### src/hdl/pwmcap_pkg.sv
`timescale 1ns / 1ps
// shared types and constants for the dual pwm capture block
// no dependencies
package pwmcap_pkg;

	localparam int CFG_INDEX_W = 3;
	localparam int CFG_DATA_W  = 24;
	localparam int GAIN_W      = 17;
	localparam int OFFSET_W    = 24;
	localparam int THRESH_W    = 16;
	localparam int LIMIT_W     = 4;
	localparam int REJ_W       = 5;
	localparam int ANGLE_W     = 32;

	// register indexes of the config port
	localparam logic [CFG_INDEX_W-1:0] REG_JUMP_THRESHOLD = 3'd0;
	localparam logic [CFG_INDEX_W-1:0] REG_REJECT_LIMIT   = 3'd1;
	localparam logic [CFG_INDEX_W-1:0] REG_ALPHA_GAIN     = 3'd2;
	localparam logic [CFG_INDEX_W-1:0] REG_ALPHA_OFFSET   = 3'd3;
	localparam logic [CFG_INDEX_W-1:0] REG_BETA_GAIN      = 3'd4;
	localparam logic [CFG_INDEX_W-1:0] REG_BETA_OFFSET    = 3'd5;

	// register reset values
	localparam logic [THRESH_W-1:0]        RST_JUMP_THRESHOLD = 16'd250;
	localparam logic [LIMIT_W-1:0]         RST_REJECT_LIMIT   = 4'd2;
	localparam logic [GAIN_W-1:0]          RST_ALPHA_GAIN     = 17'd24274;
	localparam logic signed [OFFSET_W-1:0] RST_ALPHA_OFFSET   = -24'sd16435;
	localparam logic [GAIN_W-1:0]          RST_BETA_GAIN      = 17'd23167;
	localparam logic signed [OFFSET_W-1:0] RST_BETA_OFFSET    = 24'sd9423;

	localparam logic [REJ_W-1:0] REJ_MAX = 5'd31;

	typedef struct packed {
		logic [THRESH_W-1:0] jump_threshold;
		logic [LIMIT_W-1:0]  reject_limit;
	} lane_cfg_t;

endpackage

### src/hdl/dual_pwm_capture_outlier_filter_top.sv
`timescale 1ns / 1ps
// top level of the dual pwm capture block: config registers, two lanes,
// merge of the ok flags and the conversion pipeline; depends on pwmcap_pkg,
// pwmcap_lane, pwmcap_conv
//
//  channel   handshake              payload
//  in        in_valid / in_ready    alpha_level, beta_level, host_read
//  out       out_valid / out_ready  alpha_angle, beta_angle, alpha_valid, beta_valid
//  cfg       cfg_valid / cfg_ready  cfg_index, cfg_data
//
// one tick per clock unless a stalled output holds it; from input to output register:
// lane state updates in the accept cycle, the gain product takes one stage, the
// round/offset/saturate step feeds the output register, which holds the angles
// each stage has its own valid bit, so a stalled output only stops the stages behind it
// cfg_ready is always high; reset clears registers to their documented defaults
module dual_pwm_capture_outlier_filter_top #(
	parameter int WIDTH_BITS = 16
) (
	input  logic                                        clk,
	input  logic                                        arst_n,
	input  logic                                        in_valid,
	output logic                                        in_ready,
	input  logic                                        alpha_level,
	input  logic                                        beta_level,
	input  logic                                        host_read,
	output logic                                        out_valid,
	input  logic                                        out_ready,
	output logic signed [pwmcap_pkg::ANGLE_W-1:0]       alpha_angle,
	output logic signed [pwmcap_pkg::ANGLE_W-1:0]       beta_angle,
	output logic                                        alpha_valid,
	output logic                                        beta_valid,
	input  logic                                        cfg_valid,
	output logic                                        cfg_ready,
	input  logic [pwmcap_pkg::CFG_INDEX_W-1:0]          cfg_index,
	input  logic [pwmcap_pkg::CFG_DATA_W-1:0]           cfg_data
);
	import pwmcap_pkg::*;

	lane_cfg_t                   lane_cfg_q;
	logic [GAIN_W-1:0]           alpha_gain_q;
	logic signed [OFFSET_W-1:0]  alpha_offset_q;
	logic [GAIN_W-1:0]           beta_gain_q;
	logic signed [OFFSET_W-1:0]  beta_offset_q;

	logic                  in_acc;
	logic                  rdy2;
	logic                  rdy_o;
	logic [WIDTH_BITS-1:0] alpha_width_now;
	logic [WIDTH_BITS-1:0] beta_width_now;
	logic                  alpha_ok_now;
	logic                  beta_ok_now;

	logic                  v1_s1;
	logic [WIDTH_BITS-1:0] alpha_width_s1;
	logic [WIDTH_BITS-1:0] beta_width_s1;
	logic                  alpha_ok_s1;
	logic                  beta_ok_s1;
	logic                  upd_s1;

	logic                  v2_s2;
	logic                  alpha_ok_s2;
	logic                  beta_ok_s2;
	logic                  upd_s2;

	logic signed [ANGLE_W-1:0] alpha_conv;
	logic signed [ANGLE_W-1:0] beta_conv;

	assign cfg_ready = 1'b1;

	always_ff @(posedge clk or negedge arst_n) begin
		if (!arst_n) begin
			lane_cfg_q.jump_threshold <= RST_JUMP_THRESHOLD;
			lane_cfg_q.reject_limit   <= RST_REJECT_LIMIT;
			alpha_gain_q              <= RST_ALPHA_GAIN;
			alpha_offset_q            <= RST_ALPHA_OFFSET;
			beta_gain_q               <= RST_BETA_GAIN;
			beta_offset_q             <= RST_BETA_OFFSET;
		end else if (cfg_valid && cfg_ready) begin
			unique case (cfg_index)
				REG_JUMP_THRESHOLD: lane_cfg_q.jump_threshold <= cfg_data[THRESH_W-1:0];
				REG_REJECT_LIMIT:   lane_cfg_q.reject_limit   <= cfg_data[LIMIT_W-1:0];
				REG_ALPHA_GAIN:     alpha_gain_q              <= cfg_data[GAIN_W-1:0];
				REG_ALPHA_OFFSET:   alpha_offset_q            <= $signed(cfg_data);
				REG_BETA_GAIN:      beta_gain_q               <= cfg_data[GAIN_W-1:0];
				REG_BETA_OFFSET:    beta_offset_q             <= $signed(cfg_data);
				default: ;
			endcase
		end
	end

	// each stage may advance when it is empty or the next one advances
	assign rdy_o    = !out_valid || out_ready;
	assign rdy2     = !v2_s2 || rdy_o;
	assign in_ready = !v1_s1 || rdy2;
	assign in_acc   = in_valid && in_ready;

	pwmcap_lane #(.WIDTH_BITS(WIDTH_BITS)) u_alpha_lane (
		.clk       (clk),
		.arst_n    (arst_n),
		.accept    (in_acc),
		.level     (alpha_level),
		.host_read (host_read),
		.cfg       (lane_cfg_q),
		.width_now (alpha_width_now),
		.ok_now    (alpha_ok_now)
	);

	pwmcap_lane #(.WIDTH_BITS(WIDTH_BITS)) u_beta_lane (
		.clk       (clk),
		.arst_n    (arst_n),
		.accept    (in_acc),
		.level     (beta_level),
		.host_read (host_read),
		.cfg       (lane_cfg_q),
		.width_now (beta_width_now),
		.ok_now    (beta_ok_now)
	);

	always_ff @(posedge clk or negedge arst_n) begin
		if (!arst_n) begin
			v1_s1 <= 1'b0;
			v2_s2 <= 1'b0;
		end else begin
			if (in_ready) begin
				v1_s1 <= in_valid;
			end
			if (rdy2) begin
				v2_s2 <= v1_s1;
			end
		end
	end

	always_ff @(posedge clk) begin
		if (in_acc) begin
			alpha_width_s1 <= alpha_width_now;
			beta_width_s1  <= beta_width_now;
			alpha_ok_s1    <= alpha_ok_now;
			beta_ok_s1     <= beta_ok_now;
			// either lane ok refreshes both angles
			upd_s1         <= alpha_ok_now || beta_ok_now;
		end
		if (rdy2 && v1_s1) begin
			alpha_ok_s2 <= alpha_ok_s1;
			beta_ok_s2  <= beta_ok_s1;
			upd_s2      <= upd_s1;
		end
	end

	pwmcap_conv #(.WIDTH_BITS(WIDTH_BITS)) u_alpha_conv (
		.clk    (clk),
		.load   (rdy2 && v1_s1),
		.width  (alpha_width_s1),
		.gain   (alpha_gain_q),
		.offset (alpha_offset_q),
		.angle  (alpha_conv)
	);

	pwmcap_conv #(.WIDTH_BITS(WIDTH_BITS)) u_beta_conv (
		.clk    (clk),
		.load   (rdy2 && v1_s1),
		.width  (beta_width_s1),
		.gain   (beta_gain_q),
		.offset (beta_offset_q),
		.angle  (beta_conv)
	);

	// output register doubles as the held angle
	always_ff @(posedge clk or negedge arst_n) begin
		if (!arst_n) begin
			out_valid   <= 1'b0;
			alpha_angle <= '0;
			beta_angle  <= '0;
			alpha_valid <= 1'b0;
			beta_valid  <= 1'b0;
		end else if (rdy_o) begin
			out_valid <= v2_s2;
			if (v2_s2) begin
				alpha_valid <= alpha_ok_s2;
				beta_valid  <= beta_ok_s2;
				if (upd_s2) begin
					alpha_angle <= alpha_conv;
					beta_angle  <= beta_conv;
				end
			end
		end
	end

	a_empty_takes_input: assert property (@(posedge clk) disable iff (!arst_n)
		!v1_s1 |-> in_ready) else $error("empty first stage refuses input");
	a_stage2_holds: assert property (@(posedge clk) disable iff (!arst_n)
		(v2_s2 && !rdy_o) |=> v2_s2) else $error("stalled stage two lost its transaction");
	a_angle_held: assert property (@(posedge clk) disable iff (!arst_n)
		!(rdy_o && v2_s2 && upd_s2) |=> ($stable(alpha_angle) && $stable(beta_angle)))
		else $error("held angle changed without an update");
	a_ok_implies_update: assert property (@(posedge clk) disable iff (!arst_n)
		(v2_s2 && (alpha_ok_s2 || beta_ok_s2)) |-> upd_s2)
		else $error("ok transaction without angle update");

endmodule

### src/hdl/pwmcap_lane.sv
`timescale 1ns / 1ps
// one capture lane: pulse width counter, outlier check and ok flag
// depends on pwmcap_pkg
module pwmcap_lane #(
	parameter int WIDTH_BITS = 16
) (
	input  logic                   clk,
	input  logic                   arst_n,
	input  logic                   accept,
	input  logic                   level,
	input  logic                   host_read,
	input  pwmcap_pkg::lane_cfg_t  cfg,
	output logic [WIDTH_BITS-1:0]  width_now,
	output logic                   ok_now
);
	import pwmcap_pkg::*;

	localparam int CMP_W = (WIDTH_BITS > THRESH_W) ? WIDTH_BITS : THRESH_W;

	logic                  last_q;
	logic [WIDTH_BITS-1:0] ticks_q;
	logic [WIDTH_BITS-1:0] latest_q;
	logic [WIDTH_BITS-1:0] acc_q;
	logic                  has_q;
	logic [REJ_W-1:0]      rej_q;
	logic                  ok_q;

	logic [WIDTH_BITS-1:0] ticks_d;
	logic [WIDTH_BITS-1:0] latest_d;
	logic [WIDTH_BITS-1:0] acc_d;
	logic                  has_d;
	logic [REJ_W-1:0]      rej_d;
	logic                  ok_d;
	logic [WIDTH_BITS-1:0] diff;
	logic                  force_acc;
	logic                  too_far;

	always_comb begin
		diff      = (ticks_q >= acc_q) ? (ticks_q - acc_q) : (acc_q - ticks_q);
		force_acc = !has_q || (rej_q > {1'b0, cfg.reject_limit});
		too_far   = CMP_W'(diff) > CMP_W'(cfg.jump_threshold);
		ticks_d   = ticks_q;
		latest_d  = latest_q;
		acc_d     = acc_q;
		has_d     = has_q;
		rej_d     = rej_q;
		ok_d      = ok_q;
		if (level) begin
			if (!last_q) begin
				ticks_d = WIDTH_BITS'(1);
			end else if (ticks_q != '1) begin
				ticks_d = ticks_q + WIDTH_BITS'(1);
			end
		end else if (last_q) begin
			// falling edge closes the pulse
			latest_d = ticks_q;
			if (force_acc || !too_far) begin
				acc_d = ticks_q;
				has_d = 1'b1;
				ok_d  = 1'b1;
				rej_d = '0;
			end else begin
				ok_d = 1'b0;
				if (rej_q != REJ_MAX) begin
					rej_d = rej_q + REJ_W'(1);
				end
			end
		end
	end

	assign width_now = latest_d;
	assign ok_now    = ok_d;

	always_ff @(posedge clk or negedge arst_n) begin
		if (!arst_n) begin
			last_q   <= 1'b0;
			ticks_q  <= '0;
			latest_q <= '0;
			acc_q    <= '0;
			has_q    <= 1'b0;
			rej_q    <= '0;
			ok_q     <= 1'b0;
		end else if (accept) begin
			last_q   <= level;
			ticks_q  <= ticks_d;
			latest_q <= latest_d;
			acc_q    <= acc_d;
			has_q    <= has_d;
			rej_q    <= rej_d;
			// a host read clears the flag after it has been reported
			ok_q     <= ok_d && !host_read;
		end
	end

	a_ok_needs_accept: assert property (@(posedge clk) disable iff (!arst_n)
		ok_q |-> has_q) else $error("lane ok without an accepted width");
	a_rej_needs_accept: assert property (@(posedge clk) disable iff (!arst_n)
		(rej_q != '0) |-> has_q) else $error("lane reject before any accept");
	a_ok_clears_rej: assert property (@(posedge clk) disable iff (!arst_n)
		ok_q |-> (rej_q == '0)) else $error("lane ok with pending rejects");

endmodule

### src/hdl/pwmcap_conv.sv
`timescale 1ns / 1ps
// width to angle conversion: registered gain product, then round, offset, saturate
// depends on pwmcap_pkg
module pwmcap_conv #(
	parameter int WIDTH_BITS = 16
) (
	input  logic                                     clk,
	input  logic                                     load,
	input  logic [WIDTH_BITS-1:0]                    width,
	input  logic [pwmcap_pkg::GAIN_W-1:0]            gain,
	input  logic signed [pwmcap_pkg::OFFSET_W-1:0]   offset,
	output logic signed [pwmcap_pkg::ANGLE_W-1:0]    angle
);
	import pwmcap_pkg::*;

	localparam int PW  = GAIN_W + WIDTH_BITS;
	localparam int RW  = PW + 1 - 8;
	localparam int SW0 = RW + 2;
	localparam int SW  = (SW0 > ANGLE_W + 1) ? SW0 : ANGLE_W + 1;

	logic [PW-1:0]        prod_s2;
	logic [PW:0]          biased;
	logic [RW-1:0]        rounded;
	logic signed [SW-1:0] sum;
	logic                 in_range;

	always_ff @(posedge clk) begin
		if (load) begin
			prod_s2 <= PW'(gain) * PW'(width);
		end
	end

	always_comb begin
		// round to nearest, ties upward
		biased   = {1'b0, prod_s2} + (PW+1)'(128);
		rounded  = biased[PW:8];
		sum      = $signed(SW'(rounded)) + SW'(offset);
		in_range = (sum[SW-1:ANGLE_W-1] == '0) || (sum[SW-1:ANGLE_W-1] == '1);
		if (in_range) begin
			angle = sum[ANGLE_W-1:0];
		end else if (sum[SW-1]) begin
			angle = {1'b1, {(ANGLE_W-1){1'b0}}};
		end else begin
			angle = {1'b0, {(ANGLE_W-1){1'b1}}};
		end
	end

endmodule

### config.mk
export PLATFORM = sky130hd
export DESIGN_NAME = dual_pwm_capture_outlier_filter_top
export DESIGN_NICKNAME = d
export VERILOG_FILES = /design/src/hdl/pwmcap_pkg.sv /design/src/hdl/dual_pwm_capture_outlier_filter_top.sv /design/src/hdl/pwmcap_lane.sv /design/src/hdl/pwmcap_conv.sv
export SDC_FILE = /design/constraint.sdc
export NUM_CORES = 2
export LEC_CHECK = 0
export BUFFER_PORTS_ARGS = -buffer_cell sky130_fd_sc_hd__buf_2
export CAP_MARGIN = 0
export CORE_ASPECT_RATIO = 1.1
export CORE_UTILIZATION = 60
export DETAILED_ROUTE_END_ITERATION = 8
export PLACE_DENSITY_LB_ADDON = 0.05
export SETUP_SLACK_MARGIN = 0.4
export SLEW_MARGIN = 0
export SYNTH_ARGS = -nofsm -noshare
export SYNTH_HDL_FRONTEND = slang
export SYNTH_SLANG_ARGS = --single-unit
### constraint.sdc
create_clock -name clk -period 12.4 [get_ports clk]
set_clock_uncertainty 0.2 [all_clocks]
set_input_delay 2.48 -clock clk [delete_from_list [all_inputs] [get_ports clk]]
set_output_delay 2.48 -clock clk [all_outputs]
set_load 0.05 [all_outputs]
==> results.md <==
- Setup TNS: 0 ps
- Clock tree sinks: 365
- Final Critical Period: 6870 ps
- Share of layout cells above drive strength 1: 0.0881
- Initial antenna violation count: 8
- Outcome: complete, no violations
- GRT overflow: 0
- DRT antenna net count: 0
- Slew headroom: 0.244
- TritonRoute pass-1 iters: 5
- Final Hold Fails: 0
- RePlAce Congestion: 0.904
- Max-Cap Viols: 0
- Final HPWL DP: 69.1 mm
- Die ar.: 64500 um^2
- R2R cell count: 17
- H-tree levels: 2
- Routed WL per cell: 18.3 um
- Ant. Diodes: 0
- Syn Inst Count: 4033
- Commonest register cell after synthesis: dfrtp_1
- RSZ-0062 raised after global routing: no
- Vias: 27.2k
- Synthesized area per cell: 9.44 um^2
- Fill count: 5207
- Seq/Total Area, Yosys: 0.253
- Vias per inst: 5.53
- Post-CTS Setup Inserts: 0
- Yosys Warn Count: 0
- Post-place instance area: 39200 um^2
- Hold Crit Depth: 0
- First DRT Iteration DRCs: 1576
- Die width: 242 um
- Clock transition at the registers of the reported paths: 60 ps
- Drt total wl: 89.6 mm
- EDFF count, synth: 90
- Vias in the first global route: 27.4k
- CTS tree: done
- Worst-Margin Slew: 1130 ps
- Number of setup violations in the final report: 0
- Clock insertion delay at the later pin of the skew report: 580 ps
- Most frequent cells in the layout: nand2_1 (592), inv_1 (579), fa_1 (420)
- Peak Freq: 0.146 GHz
- Clk buf depth: 3
- Cell area after synthesis: 38100 um^2
- CP Data Required Time: 12510 ps
- Final period util: 0.554
- Die span in y: 266 um
- # hold bufs at CTS: 0
- Global-route wire length before repair: 146 mm
- Worst setup SP type: flop
- Hold Path Class: flop to flop
- IO Pins: 104
- PostCTS Resize Cnt: 0
- Area of the core: 62600 um^2
- Sequential cell area: 9650 um^2
- Crit end category: flop
- Synthesized Nets: 4856
- Final slew viol count: 0
- Synth Register Bits: 365
- Row count: 96
- Worst setup path class: flop to flop
- CP max FO: 17
- Ys async rst share: 0.753
- Critical path arrival: 6980 ps
- Final nets: 4863
- Largest net degree at the start of global routing: 166
- Drt drc: 0
- IO buf count: 102
- CTS root buf: clkbuf_16
- Multi-input logic area: 25700 um^2
- GRT Util Overall: 0.287
- Netlist cell types: 82
- Post-route cell area: 40600 um^2
- Initial Util: 0.609
- Layout Area Growth over Synthesis: 6.64%
- TritonCTS Buffers: 42
- Most common cell after layout, fill and taps aside: nand2_1
## cells in the mapped netlist (49+ instances only)
master	number	area, um^2
mux2_2	100	1130
nand3_1	72	360
ha_1	368	4600
nand2_1	592	2220
a21oi_1	117	586
dfstp_2	55	1450
o21ai_1	69	345
o21ai_0	139	696
nor2_1	121	454
xor2_1	49	429
dfrtp_1	220	5510
xnor2_1	144	1260
a21o_1	76	571
fa_1	420	8410
clkbuf_1	136	510
and2_1	283	1770
edfxtp_1	90	2700
inv_1	580	2180
## routing by layer
metal  up-vias  routed length, um  track usage
li1      13100                  -            -
met1     13300              40300        0.394
met2       668              41300        0.469
met3       133               5520       0.0474
met4         6               2530       0.0876
met5         -                 38            0
## cell type report
type / count / share of cell area
Multi-Input combinational cell: 2934 / 0.632
Clock inverter: 16 / 0.00471
Tap cell: 833 / 0.0257
Sequential cell: 365 / 0.238
Clock buffer: 62 / 0.0309
Timing Repair Buffer: 116 / 0.0157
Inverter: 581 / 0.0537
## final timing paths
| path | startpoint | to | slack, ps |
|---|---|---|---|
| setup / recovery | beta_gain_q[8] | u_beta_conv.prod_s2[32] | 5530 |
| hold / removal | upd_s1 | upd_s2 | 220 |
| setup reg to reg | beta_gain_q[8] | u_beta_conv.prod_s2[32] | 5530 |
| hold reg to reg | upd_s1 | upd_s2 | 220 |
| max in group asynchronous | arst_n | u_beta_lane.rej_q[4] | 8700 |
| min in group asynchronous | arst_n | alpha_angle[16] | 1740 |
## registers in the layout, indices dropped and copies added, names as in the netlist, 17 cells and up
signal and flops:
alpha_angle 28, beta_angle 28, u_alpha_conv.prod_s2 26, u_beta_conv.prod_s2 26
alpha_offset_q 24, beta_offset_q 24, lane_cfg_q 20, alpha_gain_q 17
beta_gain_q 17
## logic make-up (layout without fill, tap and decap cells)
family	Yosys count	after routing	share of synthesized area
XOR/XNOR	193	193	0.0444
AND/OR/NAND/NOR	1271	1271	0.160
other	1	1	0.0000985
buffers and inverters	734	775	0.0737
adder cells (fa/ha/maj)	788	788	0.342
flip-flops	365	365	0.253
multiplexers	121	121	0.0351
AO/OA/AOI/OAI	560	560	0.0917
## critical path, cell delays in order, from the launching register on
cell      delay (ps)
dfrtp_1          840
nand2_1          160
fa_1             520
fa_1             490
fa_1             530
fa_1             550
inv_1             50
fa_1             490
fa_1             420
ha_1             360
nand4_1          130
o22a_1           240
nand3_1          150
a21oi_1          180
o31ai_2          560
a221oi_1         170
o41a_1           440
xnor2_1          120
## per-stage QoR
stage	hold WS [ps]	setup WS, ps	utilization	cells
after global placement	208	5660	0.626	4829
after floorplan	200	5990	-	4033
after CTS	221	5560	0.649	4907
after detailed placement	206	5580	0.626	4829
final	220	5530	0.649	4907
after global routing	230	5170	0.649	4907
Power is left out: the tool's default activity adds up to more than one toggle a clock period on the data nets, which glitch-free logic cannot reach.
